<file path="config.mk">
export PLATFORM = sky130hd
export DESIGN_NAME = pe_base_reloc_parser
export DESIGN_NICKNAME = d
export VERILOG_FILES = /design/src/hdl/pbr_pkg.sv /design/src/hdl/pbr_parse.sv /design/src/hdl/pbr_rsp_reg.sv /design/src/hdl/pe_base_reloc_parser.sv
export SDC_FILE = /design/constraint.sdc
export NUM_CORES = 1
export LEC_CHECK = 0
export BUFFER_PORTS_ARGS = -buffer_cell sky130_fd_sc_hd__clkbuf_2
export CORE_MARGIN = 2
export CORE_UTILIZATION = 55
export CTS_CLUSTER_SIZE = 40
export DETAILED_ROUTE_END_ITERATION = 10
export PLACE_DENSITY_LB_ADDON = 0.1
export SYNTH_ARGS = -nofsm -noshare
export SYNTH_HDL_FRONTEND = slang
export SYNTH_SLANG_ARGS = --single-unit
export TNS_END_PERCENT = 10
</file>
<file path="constraint.sdc">
create_clock -name clock -period 12.7 [get_ports clock]
set_input_delay 0.635 -clock clock [delete_from_list [all_inputs] [get_ports clock]]
set_output_delay 0.635 -clock clock [all_outputs]
set_load 0.05 [all_outputs]
</file>
<file path="src/hdl/pbr_pkg.sv">
`timescale 1ns / 1ps
`default_nettype none
// ----------------------------------------------------------------------------
// pbr_pkg
// Types and constants shared by the base relocation parser modules.
// ----------------------------------------------------------------------------
package pbr_pkg;

   localparam int CSR_INDEX_W = 8;

   // configuration register indexes
   localparam logic [CSR_INDEX_W-1:0] CSR_CURRENT_BASE = 8'd0;
   localparam logic [CSR_INDEX_W-1:0] CSR_TARGET_BASE  = 8'd1;

   // relocation entry types
   localparam logic [3:0] RT_HIGH    = 4'd1;
   localparam logic [3:0] RT_LOW     = 4'd2;
   localparam logic [3:0] RT_HIGHLOW = 4'd3;
   localparam logic [3:0] RT_HIGHADJ = 4'd4;
   localparam logic [3:0] RT_DIR64   = 4'd10;

   // result kinds
   localparam logic KIND_PATCH = 1'b0;
   localparam logic KIND_ERROR = 1'b1;

   // patch widths
   localparam logic [1:0] WS_16 = 2'd0;
   localparam logic [1:0] WS_32 = 2'd1;
   localparam logic [1:0] WS_64 = 2'd2;

   // header steps; bit 2 set means entry halfwords
   localparam logic [2:0] HDR_RVA_LO  = 3'd0;
   localparam logic [2:0] HDR_RVA_HI  = 3'd1;
   localparam logic [2:0] HDR_SIZE_LO = 3'd2;
   localparam logic [2:0] HDR_SIZE_HI = 3'd3;
   localparam logic [2:0] HDR_ENTRIES = 3'd4;

   localparam logic [31:0] HDR_BYTES = 32'd8;

   typedef struct packed {
      logic        kind;
      logic [31:0] patch_rva;
      logic [1:0]  write_size;
      logic [63:0] addend;
   } result_type;

endpackage : pbr_pkg
`default_nettype wire

</file>
<file path="src/hdl/pbr_parse.sv">
`timescale 1ns / 1ps
`default_nettype none
// ----------------------------------------------------------------------------
// pbr_parse
// Block header tracking and entry decode for one halfword per cycle while take is high.
// ----------------------------------------------------------------------------
module pbr_parse
   import pbr_pkg::*;
(
   input  wire logic        clock,
   input  wire logic        reset,
   input  wire logic        take,
   input  wire logic [15:0] half_word,
   input  wire logic        section_start,
   input  wire logic [63:0] current_base,
   input  wire logic [63:0] target_base,
   output      logic        result_valid,
   output      result_type  result
);

   logic [2:0]  header_step_ff, header_step_in;
   logic [31:0] page_rva_ff, page_rva_in;
   logic [15:0] size_low_ff, size_low_in;
   logic [30:0] entries_left_ff, entries_left_in;
   logic        skip_next_ff, skip_next_in;

   logic [2:0]  step;
   logic [30:0] left;
   logic        skip;
   logic [31:0] size;
   logic        bad;
   logic [31:0] size_body;
   logic [3:0]  etype;
   logic [63:0] delta;

   assign size      = {half_word, size_low_ff};
   assign size_body = size - HDR_BYTES;
   assign etype     = half_word[15:12];
   assign delta     = target_base - current_base;

   always_comb begin
      step = section_start ? HDR_RVA_LO : header_step_ff;
      left = section_start ? 31'd0 : entries_left_ff;
      skip = section_start ? 1'b0 : skip_next_ff;
      // block exhausted: next halfword is a header
      if (step[2] && (left == 31'd0)) begin
         step = HDR_RVA_LO;
         skip = 1'b0;
      end

      bad = (size < HDR_BYTES) || size[0];

      header_step_in  = step;
      page_rva_in     = page_rva_ff;
      size_low_in     = size_low_ff;
      entries_left_in = left;
      skip_next_in    = skip;
      result_valid    = 1'b0;
      result.kind       = KIND_PATCH;
      result.patch_rva  = page_rva_ff + {20'd0, half_word[11:0]};
      result.write_size = WS_16;
      result.addend     = 64'd0;

      if (step[2]) begin
         entries_left_in = left - 31'd1;
         skip_next_in    = 1'b0;
         if (!skip) begin
            case (etype)
               RT_HIGH: begin
                  result_valid  = 1'b1;
                  result.addend = {48'd0, delta[31:16]};
               end
               RT_LOW: begin
                  result_valid  = 1'b1;
                  result.addend = {48'd0, delta[15:0]};
               end
               RT_HIGHLOW: begin
                  result_valid      = 1'b1;
                  result.write_size = WS_32;
                  result.addend     = {32'd0, delta[31:0]};
               end
               RT_DIR64: begin
                  result_valid      = 1'b1;
                  result.write_size = WS_64;
                  result.addend     = delta;
               end
               RT_HIGHADJ: skip_next_in = 1'b1;
               default: ;
            endcase
         end
         if (entries_left_in == 31'd0) begin
            header_step_in = HDR_RVA_LO;
            skip_next_in   = 1'b0;
         end
      end else begin
         case (step)
            HDR_RVA_LO: begin
               page_rva_in    = {16'd0, half_word};
               header_step_in = HDR_RVA_HI;
            end
            HDR_RVA_HI: begin
               page_rva_in    = {half_word, page_rva_ff[15:0]};
               header_step_in = HDR_SIZE_LO;
            end
            HDR_SIZE_LO: begin
               size_low_in    = half_word;
               header_step_in = HDR_SIZE_HI;
            end
            default: begin
               entries_left_in = (size < HDR_BYTES) ? 31'd0 : size_body[31:1];
               skip_next_in    = 1'b0;
               header_step_in  = (entries_left_in != 31'd0) ? HDR_ENTRIES : HDR_RVA_LO;
               result_valid      = bad;
               result.kind       = KIND_ERROR;
               result.patch_rva  = page_rva_ff;
               result.write_size = WS_16;
               result.addend     = {32'd0, size};
            end
         endcase
      end
   end

   always_ff @(posedge clock) begin
      if (reset) begin
         header_step_ff  <= HDR_RVA_LO;
         page_rva_ff     <= 32'd0;
         size_low_ff     <= 16'd0;
         entries_left_ff <= 31'd0;
         skip_next_ff    <= 1'b0;
      end else if (take) begin
         header_step_ff  <= header_step_in;
         page_rva_ff     <= page_rva_in;
         size_low_ff     <= size_low_in;
         entries_left_ff <= entries_left_in;
         skip_next_ff    <= skip_next_in;
      end
   end

endmodule : pbr_parse
`default_nettype wire

</file>
<file path="src/hdl/pbr_rsp_reg.sv">
`timescale 1ns / 1ps
`default_nettype none
// ----------------------------------------------------------------------------
// pbr_rsp_reg
// Result register with valid/ready toward the consumer.
// ----------------------------------------------------------------------------
module pbr_rsp_reg
   import pbr_pkg::*;
(
   input  wire logic       clock,
   input  wire logic       reset,
   input  wire logic       load,
   input  wire logic       load_valid,
   input  wire result_type load_data,
   output      logic       free,
   output      logic       rsp_valid,
   input  wire logic       rsp_ready,
   output      result_type rsp_data
);

   logic       valid_ff, valid_in;
   result_type data_ff;

   assign free      = !valid_ff || rsp_ready;
   assign rsp_valid = valid_ff;
   assign rsp_data  = data_ff;

   always_comb begin
      valid_in = valid_ff;
      if (valid_ff && rsp_ready) begin
         valid_in = 1'b0;
      end
      if (load) begin
         valid_in = load_valid;
      end
   end

   always_ff @(posedge clock) begin
      if (reset) begin
         valid_ff <= 1'b0;
      end else begin
         valid_ff <= valid_in;
      end
   end

   always_ff @(posedge clock) begin
      if (load && load_valid) begin
         data_ff <= load_data;
      end
   end

endmodule : pbr_rsp_reg
`default_nettype wire

</file>
<file path="src/hdl/pe_base_reloc_parser.sv">
`timescale 1ns / 1ps
`default_nettype none
// ----------------------------------------------------------------------------
// pe_base_reloc_parser
// Streaming parser for the PE base relocation section.
//
// req_*  : one little-endian halfword of the section per beat; section_start
//          puts the parser back at a block header before that halfword.
// rsp_*  : zero or one result per halfword: a patch command (rva, width,
//          addend from target_base - current_base) or a bad block size error.
// csr_*  : index 0 current_base, index 1 target_base; always ready, other
//          indexes are dropped. Write only while the parser is idle.
// A beat is captured in an input register, then decoded and loaded into the
// output register once that register is free; rsp_valid rises when a result
// lands there. One halfword per cycle is sustained while rsp_ready stays high;
// the limit is the single decode stage between the input and output registers.
// A stalled rsp_ready holds the output register; the input register still
// takes one more beat, then req_ready drops until the result is taken.
// Reset clears the parser to expect a block header and zeroes both bases.
// ----------------------------------------------------------------------------
module pe_base_reloc_parser
   import pbr_pkg::*;
(
   input  wire logic                   clock,
   input  wire logic                   reset,
   input  wire logic                   req_valid,
   output      logic                   req_ready,
   input  wire logic [15:0]            req_half_word,
   input  wire logic                   req_section_start,
   output      logic                   rsp_valid,
   input  wire logic                   rsp_ready,
   output      logic                   rsp_kind,
   output      logic [31:0]            rsp_patch_rva,
   output      logic [1:0]             rsp_write_size,
   output      logic [63:0]            rsp_addend,
   input  wire logic                   csr_valid,
   output      logic                   csr_ready,
   input  wire logic [CSR_INDEX_W-1:0] csr_index,
   input  wire logic [63:0]            csr_data
);

   logic        in_valid_ff, in_valid_in;
   logic [15:0] in_half_word_ff;
   logic        in_start_ff;
   logic [63:0] current_base_ff;
   logic [63:0] target_base_ff;

   logic        out_free;
   logic        advance;
   logic        req_fire;
   logic        result_valid;
   result_type  result;
   result_type  rsp_data;

   assign csr_ready = 1'b1;
   assign advance   = in_valid_ff && out_free;
   assign req_ready = !in_valid_ff || out_free;
   assign req_fire  = req_valid && req_ready;

   always_comb begin
      in_valid_in = in_valid_ff;
      if (advance) begin
         in_valid_in = 1'b0;
      end
      if (req_fire) begin
         in_valid_in = 1'b1;
      end
   end

   always_ff @(posedge clock) begin
      if (reset) begin
         in_valid_ff     <= 1'b0;
         current_base_ff <= 64'd0;
         target_base_ff  <= 64'd0;
      end else begin
         in_valid_ff <= in_valid_in;
         if (csr_valid && csr_ready) begin
            case (csr_index)
               CSR_CURRENT_BASE: current_base_ff <= csr_data;
               CSR_TARGET_BASE:  target_base_ff  <= csr_data;
               default: ;
            endcase
         end
      end
   end

   always_ff @(posedge clock) begin
      if (req_fire) begin
         in_half_word_ff <= req_half_word;
         in_start_ff     <= req_section_start;
      end
   end

   pbr_parse u_parse (
      .clock         (clock),
      .reset         (reset),
      .take          (advance),
      .half_word     (in_half_word_ff),
      .section_start (in_start_ff),
      .current_base  (current_base_ff),
      .target_base   (target_base_ff),
      .result_valid  (result_valid),
      .result        (result)
   );

   pbr_rsp_reg u_rsp (
      .clock      (clock),
      .reset      (reset),
      .load       (advance),
      .load_valid (result_valid),
      .load_data  (result),
      .free       (out_free),
      .rsp_valid  (rsp_valid),
      .rsp_ready  (rsp_ready),
      .rsp_data   (rsp_data)
   );

   assign rsp_kind       = rsp_data.kind;
   assign rsp_patch_rva  = rsp_data.patch_rva;
   assign rsp_write_size = rsp_data.write_size;
   assign rsp_addend     = rsp_data.addend;

endmodule : pe_base_reloc_parser
`default_nettype wire

</file>
==> impl_metrics.tcl <==
set metrics [dict create \
    ys_async_sr_fraction_pct 0 \
    cap_violations 0 \
    finish.net_count 2587 \
    syn_nets 2476 \
    synth-seq-area-share_pct 41.6 \
    syn_to_final_growth_pct 12.9 \
    ys_ff_latch 329 \
    numClockSinks 329 \
    cp-end-kind "register" \
    syn_inst 2300 \
    cts_made_buffers 37 \
    start_kind "register" \
    grt.total_usage_pct 30.0 \
    hold_violations 0 \
    regArea_mm2 0.00775 \
    gp_congestion 0.958 \
    holdCritPathClass "input port to register" \
    skew_ns 0.0223 \
    report.final.slew_viol_count 0 \
    cts_tree "yes" \
    max_stage_delay_ns 0.93 \
    grt_max_degree 122 \
    rsz0062_at_grt "false" \
    postCtsHoldBufs 0 \
    hpwlAfterDp_um 38500 \
    cts_root_buf "clkbuf_16" \
    post_drt_wl_per_cell_um 18.7 \
    ys.warnings.count 0 \
    multiInputGateArea_mm2 0.00997 \
    synth_top_cells_by_area "dfxtp_1, edfxtp_1, nand2_1, a21oi_1, ha_1" \
    antenna_found_initial 2 \
    yosys.area.top_type "dfxtp_1" \
    layout_commonest_cell "nand2_1" \
    clkTransAtPathRegs_ns 0.06 \
    peakVddDrop_uv 104 \
    drc 0 \
    firstDrtPassIters 6 \
    critPathKind "register to register" \
    dieArea_mm2 0.0354 \
    synth_cell_types 76 \
    cp_slowest_cell "buf_4" \
    fmax_mhz 231 \
    synth_area_per_cell_um2 8.10 \
    powerDensity_mw_per_mm2 116 \
    layout_common_cells "nand2_1, a21oi_1, dfxtp_1, clkbuf_2, nor2_1" \
    ys.flop_type "dfxtp_1" \
    fin_crit_sh_pct 34.1 \
    antenna_left 0 \
    crit_fanout 85 \
    setup_viol 0 \
    path_cells "or3_1 -> or4_4 -> or2_1 -> nor2_1 -> buf_4 -> o21ai_0 -> a21oi_4 -> buf_4" \
    cts_resized 0 \
    worst_pin_slew_ns 1.12 \
    drtIter0Drc 1567 \
    fin_tns_setup_ns 0 \
    finalCriticalPeriod_ns 4.34 \
    crit_buf_inv 2 \
    p_leak_nw 8.13 \
    synth_edf_count 116 \
    globalRouteOverflowTotal 0 \
    clockBufferDepth 3 \
    required_ns 12.85 \
    row_count 67 \
    wl_um 54000 \
    clock_latency_ns 0.55 \
    core_area_mm2 0.0334 \
    cp.arrival_ns 4.49 \
    htree_num_levels 2 \
    vias 17200 \
    die_x_um 188 \
    cpMostUsedCell "buf_4" \
    drive_gt1_share_pct 12.1 \
    pin_count 196 \
    die_h_um 188 \
    grt_pass1_wl_um 86000 \
    port_buffers 194 \
    first_global_vias 15800 \
    avgViaCountPerCell 5.95 \
    crit_family "simple AND/OR/NAND/NOR gates" \
    nFillCells 2979 \
    utilization_pct 62.9 \
    start_util_pct 55.7 \
    post_cts_buffers 0 \
    slew_headroom_pct 25.4 \
    synth_area_mm2 0.0186 \
    status "finished clean" \
    netlist.area_leader.share_pct 22.9 \
]
[registers in the layout (all words and copies together) (netlist names)]
signal,cells
u_parse.skip_next_ff,1
in_start_ff,1
in_valid_ff,1
u_parse.size_low_ff,16
u_rsp.rsp_data,99
target_base_ff,64
current_base_ff,64
u_parse.page_rva_ff,32
u_parse.entries_left_ff,31
u_rsp.rsp_valid,1
in_half_word_ff,16
u_parse.header_step_ff,3
[through the flow]
step                total power [W]  worst slack, ns  cells  area (µm²)  hold slack (ns)
finish                      0.00244             8.36   2888       21000            0.262
global route                0.00252             8.07   2888       21000            0.240
CTS                         0.00245             8.41   2886       21000            0.233
detailed placement          0.00138             8.41   2820       19800            0.447
global placement            0.00138             8.48   2820       19800            0.442
floorplan                   0.00131             4.70   2300       18600            0.436
[routing by layer]
metal / track usage, % / vias up / wire, µm
li1: - / 8309 / -
met1: 41.2 / 8137 / 23900
met2: 48.0 / 614 / 25000
met3: 3.93 / 133 / 3120
met4: 12.5 / 0 / 2030
met5: 0 / - / 0
[layout make-up]
type                            instances  area share [%]
Multi-Input combinational cell       1722            47.4
Sequential cell                       329            36.8
Timing Repair Buffer                  218            5.50
Clock buffer                           58            5.42
Tap cell                              448            2.66
Inverter                              103            1.84
Clock inverter                          8           0.380
Antenna cell                            2          0.0238
[power breakdown]
part           leakage (nW)  internal, W  total (W)  switching (W)
clock network         0.600     0.000639    0.00108       0.000436
registers              2.64      0.00110    0.00113      0.0000263
logic                  4.89    0.0000854   0.000238       0.000153
total                  8.13      0.00183    0.00244       0.000615
[path summary, 6_finish.rpt]
| check | startpoint | endpoint | slack [ns] | cells past startpoint |
|---|---|---|---|---|
| worst min-delay path | req_half_word[11] | in_half_word_ff[11] | 0.26 | 1 |
| worst max-delay path | in_half_word_ff[2] | u_rsp.rsp_data[94] | 8.36 | 8 |
| worst min register to register | current_base_ff[60] | current_base_ff[60] | 0.45 | 2 |
| worst max register to register | in_half_word_ff[2] | u_rsp.rsp_data[94] | 8.36 | 8 |
[synth_stat cells (all sizes together), types with 20 or more instances]
cell type,n
nor3,43
a21o,36
a21oi,293
nand2b,21
a211oi,23
a22oi,20
edfxtp,116
nor4,21
xor2,50
dfxtp,213
nand2,438
ha,80
o21ai,108
nor2b,22
xnor2,65
clkbuf,133
inv,103
a31oi,21
nor2,185
nand4,27
nand3,47
[logic make-up after synthesis]
logic type | share of synthesized area (%)
DFF | 41.6
buffers and inverters | 5.15
and+or+nand+nor | 21.5
other | 0.0201
muxes | 0.812
xor gates and xnor gates | 5.40
adders and majority gates | 5.58
AOI/OAI and AO/OA | 20.0
Note: power is estimated with default switching activity, not from simulation.
